$ cat src/design/tis_pkg.sv
// Package for the temporal interval splitter: request and result types,
// register map and sizing constants. Used by tis_step and the top level.
`default_nettype none

package tis_pkg;

    localparam int TAG_W      = 16;
    localparam int GROUP_W    = 32;
    localparam int TIME_W     = 64;
    localparam int RES_MAX    = 3;
    localparam int CNT_W      = $clog2(RES_MAX + 1);
    localparam int PADDR_W    = 3;
    localparam int PDATA_W    = 32;

    localparam int TAG_BITS_DEF   = 16;
    localparam int GROUP_BITS_DEF = 32;

    // register index, taken from paddr[2]
    localparam logic REG_ALIGN_MODE = 1'b0;

    typedef struct packed {
        logic               end_of_stream;
        logic [TAG_W-1:0]   tuple_tag;
        logic [GROUP_W-1:0] group_id;
        logic [TIME_W-1:0]  valid_lo;
        logic [TIME_W-1:0]  valid_hi;
        logic               split_present;
        logic [TIME_W-1:0]  split_point;
        logic [TIME_W-1:0]  overlap_end;
    } t_in_item;

    typedef struct packed {
        logic [TAG_W-1:0]   source_tag;
        logic [GROUP_W-1:0] out_group;
        logic [TIME_W-1:0]  new_lo;
        logic [TIME_W-1:0]  new_hi;
        logic               last;
    } t_out_item;

    typedef struct packed {
        t_out_item [RES_MAX-1:0] items;
        logic [CNT_W-1:0]        count;
    } t_res_set;

endpackage

`default_nettype wire

$ cat src/design/tis_step.sv
// Sweep-line state and result generation for one request per cycle while i_fire is high.
// Depends on tis_pkg; results are combinational, state updates on i_fire.
`default_nettype none

module tis_step #(
    parameter int TAG_BITS   = tis_pkg::TAG_BITS_DEF,
    parameter int GROUP_BITS = tis_pkg::GROUP_BITS_DEF
) (
    input  wire logic              i_clk,
    input  wire logic              i_rst_n,
    input  wire logic              i_fire,
    input  wire logic              i_align_mode,
    input  wire tis_pkg::t_in_item i_item,
    output tis_pkg::t_res_set      o_res
);

    localparam int TW = (TAG_BITS < tis_pkg::TAG_W) ? TAG_BITS : tis_pkg::TAG_W;
    localparam int GW = (GROUP_BITS < tis_pkg::GROUP_W) ? GROUP_BITS : tis_pkg::GROUP_W;
    localparam int TMW = tis_pkg::TIME_W;

    logic           r_started;
    logic [GW-1:0]  r_prev_group;
    logic [TW-1:0]  r_prev_tag;
    logic [TMW-1:0] r_prev_hi;
    logic [TMW-1:0] r_sweep;
    logic           r_have_last;
    logic [TMW-1:0] r_last_lo;
    logic [TMW-1:0] r_last_hi;
    logic [GW-1:0]  r_last_group;

    logic           n_started;
    logic [GW-1:0]  n_prev_group;
    logic [TW-1:0]  n_prev_tag;
    logic [TMW-1:0] n_prev_hi;
    logic [TMW-1:0] n_sweep;
    logic           n_have_last;
    logic [TMW-1:0] n_last_lo;
    logic [TMW-1:0] n_last_hi;
    logic [GW-1:0]  n_last_group;

    logic [TW-1:0]  tag;
    logic [GW-1:0]  grp;
    logic           eos;
    logic           p1_ok;
    logic [TMW-1:0] p1;
    logic [TMW-1:0] p2;
    logic           new_grp;
    logic           close_v;
    logic           gap_v;
    logic           ov_v;
    logic           repeat_hit;
    logic [TMW-1:0] sweep0;
    logic [TMW-1:0] sweep1;
    logic [TMW-1:0] sweep2;
    tis_pkg::t_out_item close_r;
    tis_pkg::t_out_item gap_r;
    tis_pkg::t_out_item ov_r;

    always_comb begin
        eos   = i_item.end_of_stream;
        tag   = i_item.tuple_tag[TW-1:0];
        grp   = i_item.group_id[GW-1:0];
        p1_ok = i_item.split_present;
        p1    = i_item.split_point;
        p2    = i_item.overlap_end;

        new_grp = r_started && (grp != r_prev_group);
        close_v = r_started && (eos || new_grp) &&
                  ($signed(r_sweep) < $signed(r_prev_hi));
        sweep0  = (!r_started || new_grp) ? i_item.valid_lo : r_sweep;
        gap_v   = !eos && p1_ok && ($signed(sweep0) < $signed(p1));
        sweep1  = gap_v ? p1 : sweep0;

        // a close or gap emitted by this request can never match the overlap
        repeat_hit = r_have_last && (r_last_lo == p1) && (r_last_hi == p2) &&
                     (r_last_group == grp);
        ov_v   = !eos && i_align_mode && p1_ok && (close_v || gap_v || !repeat_hit);
        sweep2 = (ov_v && ($signed(sweep1) < $signed(p2))) ? p2 : sweep1;

        close_r.source_tag = tis_pkg::TAG_W'(r_prev_tag);
        close_r.out_group  = tis_pkg::GROUP_W'(r_prev_group);
        close_r.new_lo     = r_sweep;
        close_r.new_hi     = r_prev_hi;
        close_r.last       = 1'b0;
        gap_r.source_tag   = tis_pkg::TAG_W'(tag);
        gap_r.out_group    = tis_pkg::GROUP_W'(grp);
        gap_r.new_lo       = sweep0;
        gap_r.new_hi       = p1;
        gap_r.last         = 1'b0;
        ov_r.source_tag    = tis_pkg::TAG_W'(tag);
        ov_r.out_group     = tis_pkg::GROUP_W'(grp);
        ov_r.new_lo        = p1;
        ov_r.new_hi        = p2;
        ov_r.last          = 1'b0;

        // pack the emitted results to the front, in close, gap, overlap order
        o_res.items[0] = close_v ? close_r : (gap_v ? gap_r : ov_r);
        o_res.items[1] = close_v ? (gap_v ? gap_r : ov_r) : ov_r;
        o_res.items[2] = ov_r;
        o_res.count    = tis_pkg::CNT_W'(close_v) + tis_pkg::CNT_W'(gap_v) +
                         tis_pkg::CNT_W'(ov_v);
        for (int i = 0; i < tis_pkg::RES_MAX; i++) begin
            o_res.items[i].last = (tis_pkg::CNT_W'(i + 1) == o_res.count);
        end

        n_started    = r_started;
        n_prev_group = r_prev_group;
        n_prev_tag   = r_prev_tag;
        n_prev_hi    = r_prev_hi;
        n_sweep      = r_sweep;
        n_have_last  = r_have_last;
        n_last_lo    = r_last_lo;
        n_last_hi    = r_last_hi;
        n_last_group = r_last_group;
        if (eos) begin
            n_started   = 1'b0;
            n_have_last = 1'b0;
        end else begin
            n_started    = 1'b1;
            n_sweep      = sweep2;
            n_prev_group = grp;
            n_prev_tag   = tag;
            n_prev_hi    = i_item.valid_hi;
            if (ov_v) begin
                n_have_last  = 1'b1;
                n_last_lo    = p1;
                n_last_hi    = p2;
                n_last_group = grp;
            end else if (gap_v) begin
                n_have_last  = 1'b1;
                n_last_lo    = sweep0;
                n_last_hi    = p1;
                n_last_group = grp;
            end else if (close_v) begin
                n_have_last  = 1'b1;
                n_last_lo    = r_sweep;
                n_last_hi    = r_prev_hi;
                n_last_group = r_prev_group;
            end
        end
    end

    always_ff @(posedge i_clk) begin
        if (!i_rst_n) begin
            r_started    <= 1'b0;
            r_prev_group <= '0;
            r_prev_tag   <= '0;
            r_prev_hi    <= '0;
            r_sweep      <= '0;
            r_have_last  <= 1'b0;
            r_last_lo    <= '0;
            r_last_hi    <= '0;
            r_last_group <= '0;
        end else if (i_fire) begin
            r_started    <= n_started;
            r_prev_group <= n_prev_group;
            r_prev_tag   <= n_prev_tag;
            r_prev_hi    <= n_prev_hi;
            r_sweep      <= n_sweep;
            r_have_last  <= n_have_last;
            r_last_lo    <= n_last_lo;
            r_last_hi    <= n_last_hi;
            r_last_group <= n_last_group;
        end
    end

endmodule

`default_nettype wire

$ cat src/design/temporal_interval_splitter.sv
// Top level of the temporal interval splitter: request register, result
// queue and APB register. Depends on tis_pkg and tis_step.
`default_nettype none

// Sweep-line splitter for temporal align/normalize. Send tuples sorted by
// group and split point, then one end-of-stream request. Each request yields
// zero to three results (close of the previous group, gap, overlap), and the
// last flag marks the final result of a request. Results leave one per cycle,
// while the output is not stalled, from a three-entry queue. An accepted
// request is first registered, and its results are then loaded into the queue.
// A new request is taken while the previous one's results still drain.
// Write align_mode (byte address 0) only while the block is idle.
module temporal_interval_splitter #(
    parameter int TAG_BITS   = tis_pkg::TAG_BITS_DEF,
    parameter int GROUP_BITS = tis_pkg::GROUP_BITS_DEF
) (
    input  wire logic                          i_clk,
    input  wire logic                          i_rst_n,
    input  wire logic                          i_in_valid,
    output logic                               o_in_stall,
    input  wire tis_pkg::t_in_item             i_in_data,
    output logic                               o_out_valid,
    input  wire logic                          i_out_stall,
    output tis_pkg::t_out_item                 o_out_data,
    input  wire logic                          i_psel,
    input  wire logic                          i_penable,
    input  wire logic                          i_pwrite,
    input  wire logic [tis_pkg::PADDR_W-1:0]   i_paddr,
    input  wire logic [tis_pkg::PDATA_W-1:0]   i_pwdata,
    output logic [tis_pkg::PDATA_W-1:0]        o_prdata,
    output logic                               o_pready
);

    logic                          r_align_mode;
    logic                          r_iv;
    tis_pkg::t_in_item             r_item;
    tis_pkg::t_out_item [tis_pkg::RES_MAX-1:0] r_buf;
    tis_pkg::t_out_item [tis_pkg::RES_MAX-1:0] n_buf;
    logic [tis_pkg::CNT_W-1:0]     r_cnt;
    logic [tis_pkg::CNT_W-1:0]     n_cnt;
    tis_pkg::t_res_set             res;
    logic                          pop;
    logic                          fire;
    logic                          in_take;

    assign o_pready    = 1'b1;
    assign o_prdata    = (i_paddr[2] == tis_pkg::REG_ALIGN_MODE) ?
                         tis_pkg::PDATA_W'(r_align_mode) : '0;

    assign o_out_valid = (r_cnt != '0);
    assign o_out_data  = r_buf[0];
    assign pop         = o_out_valid && !i_out_stall;
    // the queue takes a new set once it is empty or its final entry leaves now
    assign fire        = r_iv && ((r_cnt == '0) ||
                         ((r_cnt == tis_pkg::CNT_W'(1)) && pop));
    assign o_in_stall  = r_iv && !fire;
    assign in_take     = i_in_valid && !o_in_stall;

    tis_step #(
        .TAG_BITS   (TAG_BITS),
        .GROUP_BITS (GROUP_BITS)
    ) u_step (
        .i_clk        (i_clk),
        .i_rst_n      (i_rst_n),
        .i_fire       (fire),
        .i_align_mode (r_align_mode),
        .i_item       (r_item),
        .o_res        (res)
    );

    always_comb begin
        n_buf = r_buf;
        n_cnt = r_cnt;
        if (fire) begin
            n_buf = res.items;
            n_cnt = res.count;
        end else if (pop) begin
            // advance the queue by one entry
            for (int i = 0; i < tis_pkg::RES_MAX - 1; i++) begin
                n_buf[i] = r_buf[i + 1];
            end
            n_cnt = r_cnt - tis_pkg::CNT_W'(1);
        end
    end

    always_ff @(posedge i_clk) begin
        if (!i_rst_n) begin
            r_align_mode <= 1'b0;
            r_iv         <= 1'b0;
            r_cnt        <= '0;
        end else begin
            if (i_psel && i_penable && i_pwrite && o_pready &&
                (i_paddr[2] == tis_pkg::REG_ALIGN_MODE)) begin
                r_align_mode <= i_pwdata[0];
            end
            if (in_take) begin
                r_iv <= 1'b1;
            end else if (fire) begin
                r_iv <= 1'b0;
            end
            r_cnt <= n_cnt;
        end
    end

    always_ff @(posedge i_clk) begin
        if (in_take) begin
            r_item <= i_in_data;
        end
        r_buf <= n_buf;
    end

`ifndef SYNTHESIS
    a_take_full_fires : assert property (@(posedge i_clk) disable iff (!i_rst_n)
        (in_take && r_iv) |-> fire)
        else $error("request taken over a held request that did not issue");

    a_last_marks_tail : assert property (@(posedge i_clk) disable iff (!i_rst_n)
        o_out_valid |-> (r_buf[0].last == (r_cnt == tis_pkg::CNT_W'(1))))
        else $error("last flag does not match queue tail");

    a_eos_one_result : assert property (@(posedge i_clk) disable iff (!i_rst_n)
        (fire && r_item.end_of_stream) |-> (res.count <= tis_pkg::CNT_W'(1)))
        else $error("end of stream produced more than one result");

    a_pop_advances : assert property (@(posedge i_clk) disable iff (!i_rst_n)
        (pop && !fire) |=> (r_cnt == $past(r_cnt) - tis_pkg::CNT_W'(1)))
        else $error("queue count did not advance on a taken result");
`endif

endmodule

`default_nettype wire

$ cat config.mk
export PLATFORM = sky130hd
export DESIGN_NAME = temporal_interval_splitter
export DESIGN_NICKNAME = d
export VERILOG_FILES = /design/src/design/tis_pkg.sv /design/src/design/tis_step.sv /design/src/design/temporal_interval_splitter.sv
export SDC_FILE = /design/constraint.sdc
export NUM_CORES = 2
export LEC_CHECK = 0
export BUFFER_PORTS_ARGS = -buffer_cell sky130_fd_sc_hd__buf_2
export CORE_MARGIN = 1.5
export CORE_UTILIZATION = 59
export DETAILED_ROUTE_END_ITERATION = 7
export PLACE_DENSITY = 0.78
export SLEW_MARGIN = 20
export SYNTH_ARGS = -nofsm -noshare
export SYNTH_HDL_FRONTEND = slang
export SYNTH_SLANG_ARGS = --single-unit
$ cat constraint.sdc
create_clock -name i_clk -period 38.4 [get_ports i_clk]
set_clock_uncertainty 0.2 [all_clocks]
set_input_delay 1.92 -clock i_clk [delete_from_list [all_inputs] [get_ports i_clk]]
set_output_delay 1.92 -clock i_clk [all_outputs]
set_load 0.005 [all_outputs]
==> impl_results.rst <==
.. list-table::
   :header-rows: 1

   * - Metric
     - Value
   * - Number of warnings printed during yosys synthesis
     - 0
   * - Distinct cell type count after synthesis
     - 70
   * - Area taken by flip-flops and latches
     - 0.0320 mm²
   * - RePlAce Congestion
     - 0.981
   * - Layout cells sized above 1
     - 0.143
   * - Largest stage delay on the critical path
     - roughly 0.9 ns
   * - Fraction of the mapped netlist area in adder cells
     - 0.0417
   * - Tot GR Track Use
     - 0.343
   * - Class of the worst hold path
     - flip-flop to flip-flop
   * - Cell occurring most often along the worst timing path
     - nand4_1
   * - Worst IR drop on VDD
     - between 0.05 and 0.06 mV
   * - Cell with the largest stage delay on the worst path
     - nor4b_1
   * - Area occupied by multi-input gates
     - ~0.022 mm²
   * - Routed length per instance
     - 24.8 µm
   * - Via count of the first global-routing pass
     - 40.5k
   * - Post-Route Hold Slack
     - roughly 0.27 ns
   * - Post-synthesis compound-gate area fraction
     - 0.154
   * - Total clock buffers created by CTS
     - 119
   * - Routed WL
     - 174 mm
   * - Initial DRC count
     - approximately 6.3k
   * - Die ar.
     - between 0.09 and 0.1 mm²
   * - Initial antenna violation count
     - 12
   * - Placeable core region
     - approximately 0.097 mm²
   * - Number of routed nets with antenna violations
     - 0
   * - Flip-flop and latch count after synthesis
     - 1179
   * - Clock Latency Late Sink
     - between 0.7 and 0.8 ns
   * - Buf+Inv Stages, Crit Path
     - 3
   * - Final-stage net count
     - 6200
   * - Number of rows created at floorplan
     - ~110
   * - Minimum clock period
     - approximately 13 ns
   * - Main flop type after synthesis
     - edfxtp_1
   * - Number of buffers inserted by port buffering
     - about 490
   * - Post-Route M1 WL
     - between 60 and 70 mm
   * - Number of max-slew violations in the final report
     - 0
   * - Final Hold Fails
     - 0
   * - Fmax
     - ~0.076 GHz
   * - Maximum capacitance violations
     - 0
   * - CTS sink cnt
     - 1179
   * - Instance count of the mapped netlist
     - approximately 5.6k
   * - Via Count
     - between 40k and 50k
   * - Result of the run
     - complete, but fails checks
   * - Post-detail-place hpwl
     - between 100 and 150 mm
   * - Final routed DRC violation total
     - 6
   * - Detailed-routing iteration count for the pre-antenna-repair pass
     - 8
   * - Slew headroom
     - 0.128
   * - Largest net degree at the start of global routing
     - between 200 and 250
   * - Startpoint type of the worst setup path
     - flip-flop
   * - Setup repair after global routing missed its margin
     - no
   * - Starting utilization of the core area
     - 0.595
   * - P per Cell Area
     - 55.6 mW/mm²
   * - Highest routed layer
     - met5
   * - Maximum level of the CTS H-tree
     - 3
   * - Cell area after technology mapping
     - 0.0575 mm²
   * - Ys async rst share
     - 0
   * - CTS tree
     - yes
   * - First-pass GRT wire length
     - 257 mm
   * - Number of enable-type register cells in the synthesized netlist
     - roughly 840
   * - Main combinational cell family by area after synthesis
     - compound AO/OA/AOI/OAI gates
   * - Setup TNS
     - 0 ns
   * - Clock transition time at the flip-flop clock pins of the worst setup and hold paths
     - around 0.06 ns
   * - Avg Vias per Cell
     - ~6.3
   * - Clk root buf
     - clkbuf_16
   * - Ports placed on the boundary
     - 560
   * - Sequential cell area fraction in the yosys report
     - 0.556
   * - Mean post-synth cell area
     - ~10 µm²
   * - Xor/xnor share of the synthesized area
     - 0.0180
   * - CP max FO
     - roughly 180
   * - Setup Crit Path Kind
     - flip-flop to flip-flop
   * - Die outline width
     - between 300 and 400 µm
   * - Fill cells
     - 7371
   * - Static power due to leakage
     - 24.9 nW
   * - Number of setup violations in the final report
     - 0
   * - CTS hold repair buffers
     - 0
   * - Layout Area Growth over Synthesis
     - 10.1%
   * - Signal arrival time at the worst endpoint
     - 13.62 ns
   * - Critical path endpoint category
     - flip-flop
   * - Final worst-path cycle share
     - 0.345
   * - Worst Path Required
     - 38.79 ns
   * - Length of routed met2 wiring
     - slightly below 80 mm
   * - Top Family by Delay on Critical Path
     - simple AND/OR/NAND/NOR gates
   * - Residual overflow from global routing
     - 0
   * - Number of buffers on the longest clock path
     - 3
   * - Detailed route wirelength on metal3
     - 19.9 mm
   * - Chip Height
     - around 320 µm
   * - Fraction of the mapped netlist area in simple logic gates
     - 0.108
   * - Buffers inserted during post-CTS setup optimization
     - 0
   * - Cells resized by post-CTS repair
     - 0
   * - Slew at the pin with the worst max-slew slack
     - roughly 1.3 ns
   * - Post-synthesis mux area share
     - 0.0521
   * - Violations in the final reports
     - DRC
-- worst paths after layout --
path,startpoint,endpoint,slack (ns),depth (start not counted)
hold / removal,u_step.r_prev_tag[10],u_step.r_prev_tag[10],0.27,2
setup reg to reg,r_item[279],u_step.r_sweep[18],25.17,31
hold reg to reg,u_step.r_prev_tag[10],u_step.r_prev_tag[10],0.27,2
setup / recovery,r_item[279],u_step.r_sweep[18],25.17,31
-- kinds of logic (layout without fill, tap and decap cells) --
kind of cell | after synthesis | in the layout
XOR/XNOR | 118 | 118
flip-flops | 1179 | 1179
multiplexers | 291 | 291
AND/OR/NAND/NOR | 1500 | 1500
other | 2 | 38
AO/OA/AOI/OAI | 1461 | 1461
buffers and inverters | 834 | 994
adder cells (fa/ha/maj) | 191 | 191
-- sequential cells by signal, indices dropped and copies added, names as in the netlist, 2 cells and up --
signal               cells
r_buf                  354
r_item                 306
o_out_data             177
u_step.r_last_hi        64
u_step.r_last_lo        64
u_step.r_prev_hi        64
u_step.r_sweep          64
u_step.r_last_group     32
u_step.r_prev_group     32
u_step.r_prev_tag       16
r_cnt                    2
-- layout by cell type (no fill, tap or decap), types with 13 or more instances in the layout --
master,instances
nand2_1,928
edfxtp_1,837
buf_2,493
o21ai_0,475
a21oi_1,462
dfxtp_1,342
nor2_1,338
mux2i_1,226
inv_1,218
ha_1,190
clkbuf_16,121
a21boi_0,115
xnor2_1,92
a211oi_1,77
mux2_2,65
a222oi_1,64
or3_1,63
nand4_1,62
a311oi_1,62
buf_4,40
a31oi_1,35
conb_1,32
a21o_1,28
nor4_1,26
xor2_1,26
clkinv_2,22
o22ai_1,21
clkbuf_1,20
o2bb2ai_1,19
bufinv_16,19
o21ai_1,15
nand3_1,14
nor3_1,13
nand2b_1,13
-- metrics by stage --
stage / std cells / power [mW] / util / setup WS (ns) / cell area (µm²)
detailed placement: 6815 / 2.28 / 0.612 / 25.71 / 59100
floorplan: 5606 / 2.18 / - / 10.13 / 57600
global route: 7043 / 3.64 / 0.655 / 24.90 / 63200
finish: 7048 / 3.51 / 0.655 / 25.17 / 63300
global placement: 6815 / 2.26 / 0.612 / 26.09 / 59100
CTS: 7041 / 3.51 / 0.655 / 25.71 / 63200
-- where the power goes --
| part | leakage [nW] | internal (mW) | total, mW | switching, mW |
|---|---|---|---|---|
| logic | 12.1 | 0.202 | 0.614 | 0.412 |
| clock network | 2.01 | 0.724 | 1.24 | 0.514 |
| registers | 10.8 | 1.56 | 1.66 | 0.0984 |
| total | 24.9 | 2.49 | 3.51 | 1.02 |
-- layer usage --
| layer | global-route usage | up-vias |
|---|---|---|
| met1 | 0.472 | 21300 |
| li1 | - | 19900 |
| met4 | 0.144 | 12 |
| met2 | 0.527 | 2598 |
| met5 | 0 | - |
| met3 | 0.0740 | 394 |
-- synthesized netlist by cell type, drive strengths merged, types with 4 or more instances --
library cell	n	area [µm²]
nor4	26	163
o22ai	21	131
a311oi	62	543
clkbuf	348	1310
o21a	9	67.6
a221o	10	100
nor2b	10	62.6
xnor2	92	806
nand3	15	75.1
dfxtp	342	6850
a222oi	64	641
nand2	929	3490
nor3	13	65.1
a2111oi	9	78.8
o221ai	4	35.0
or3	63	394
nor2	341	1290
o311ai	4	35.0
nand2b	15	93.8
inv	227	852
o21ai	492	2460
a221oi	8	70.1
edfxtp	837	25100
ha	190	2380
mux2i	226	2260
or4	5	41.3
buf	258	1820
a211oi	78	591
nand4	62	388
a22o	8	70.1
xor2	26	228
a21oi	463	2320
a21o	28	210
o2bb2ai	20	175
a31oi	35	219
o211ai	12	90.1
a21boi	115	863
mux2	65	732
-- worst min-delay path, stage by stage, from the launching register on --
cell and delay [ns]:
dfxtp_1 0.31, nand2_1 0.05, a21boi_0 0.06
-- final cells by class --
| class | count | share of cell area |
|---|---|---|
| timing repair buffer | 540 | 0.0459 |
| inverter | 228 | 0.0138 |
| clock inverter | 76 | 0.0146 |
| multi-input combinational | 3593 | 0.344 |
| sequential | 1179 | 0.506 |
| tap | 1276 | 0.0252 |
| clock buffer | 150 | 0.0510 |
| antenna | 6 | 0.000237 |
Note: power is estimated with default switching activity, not from simulation.
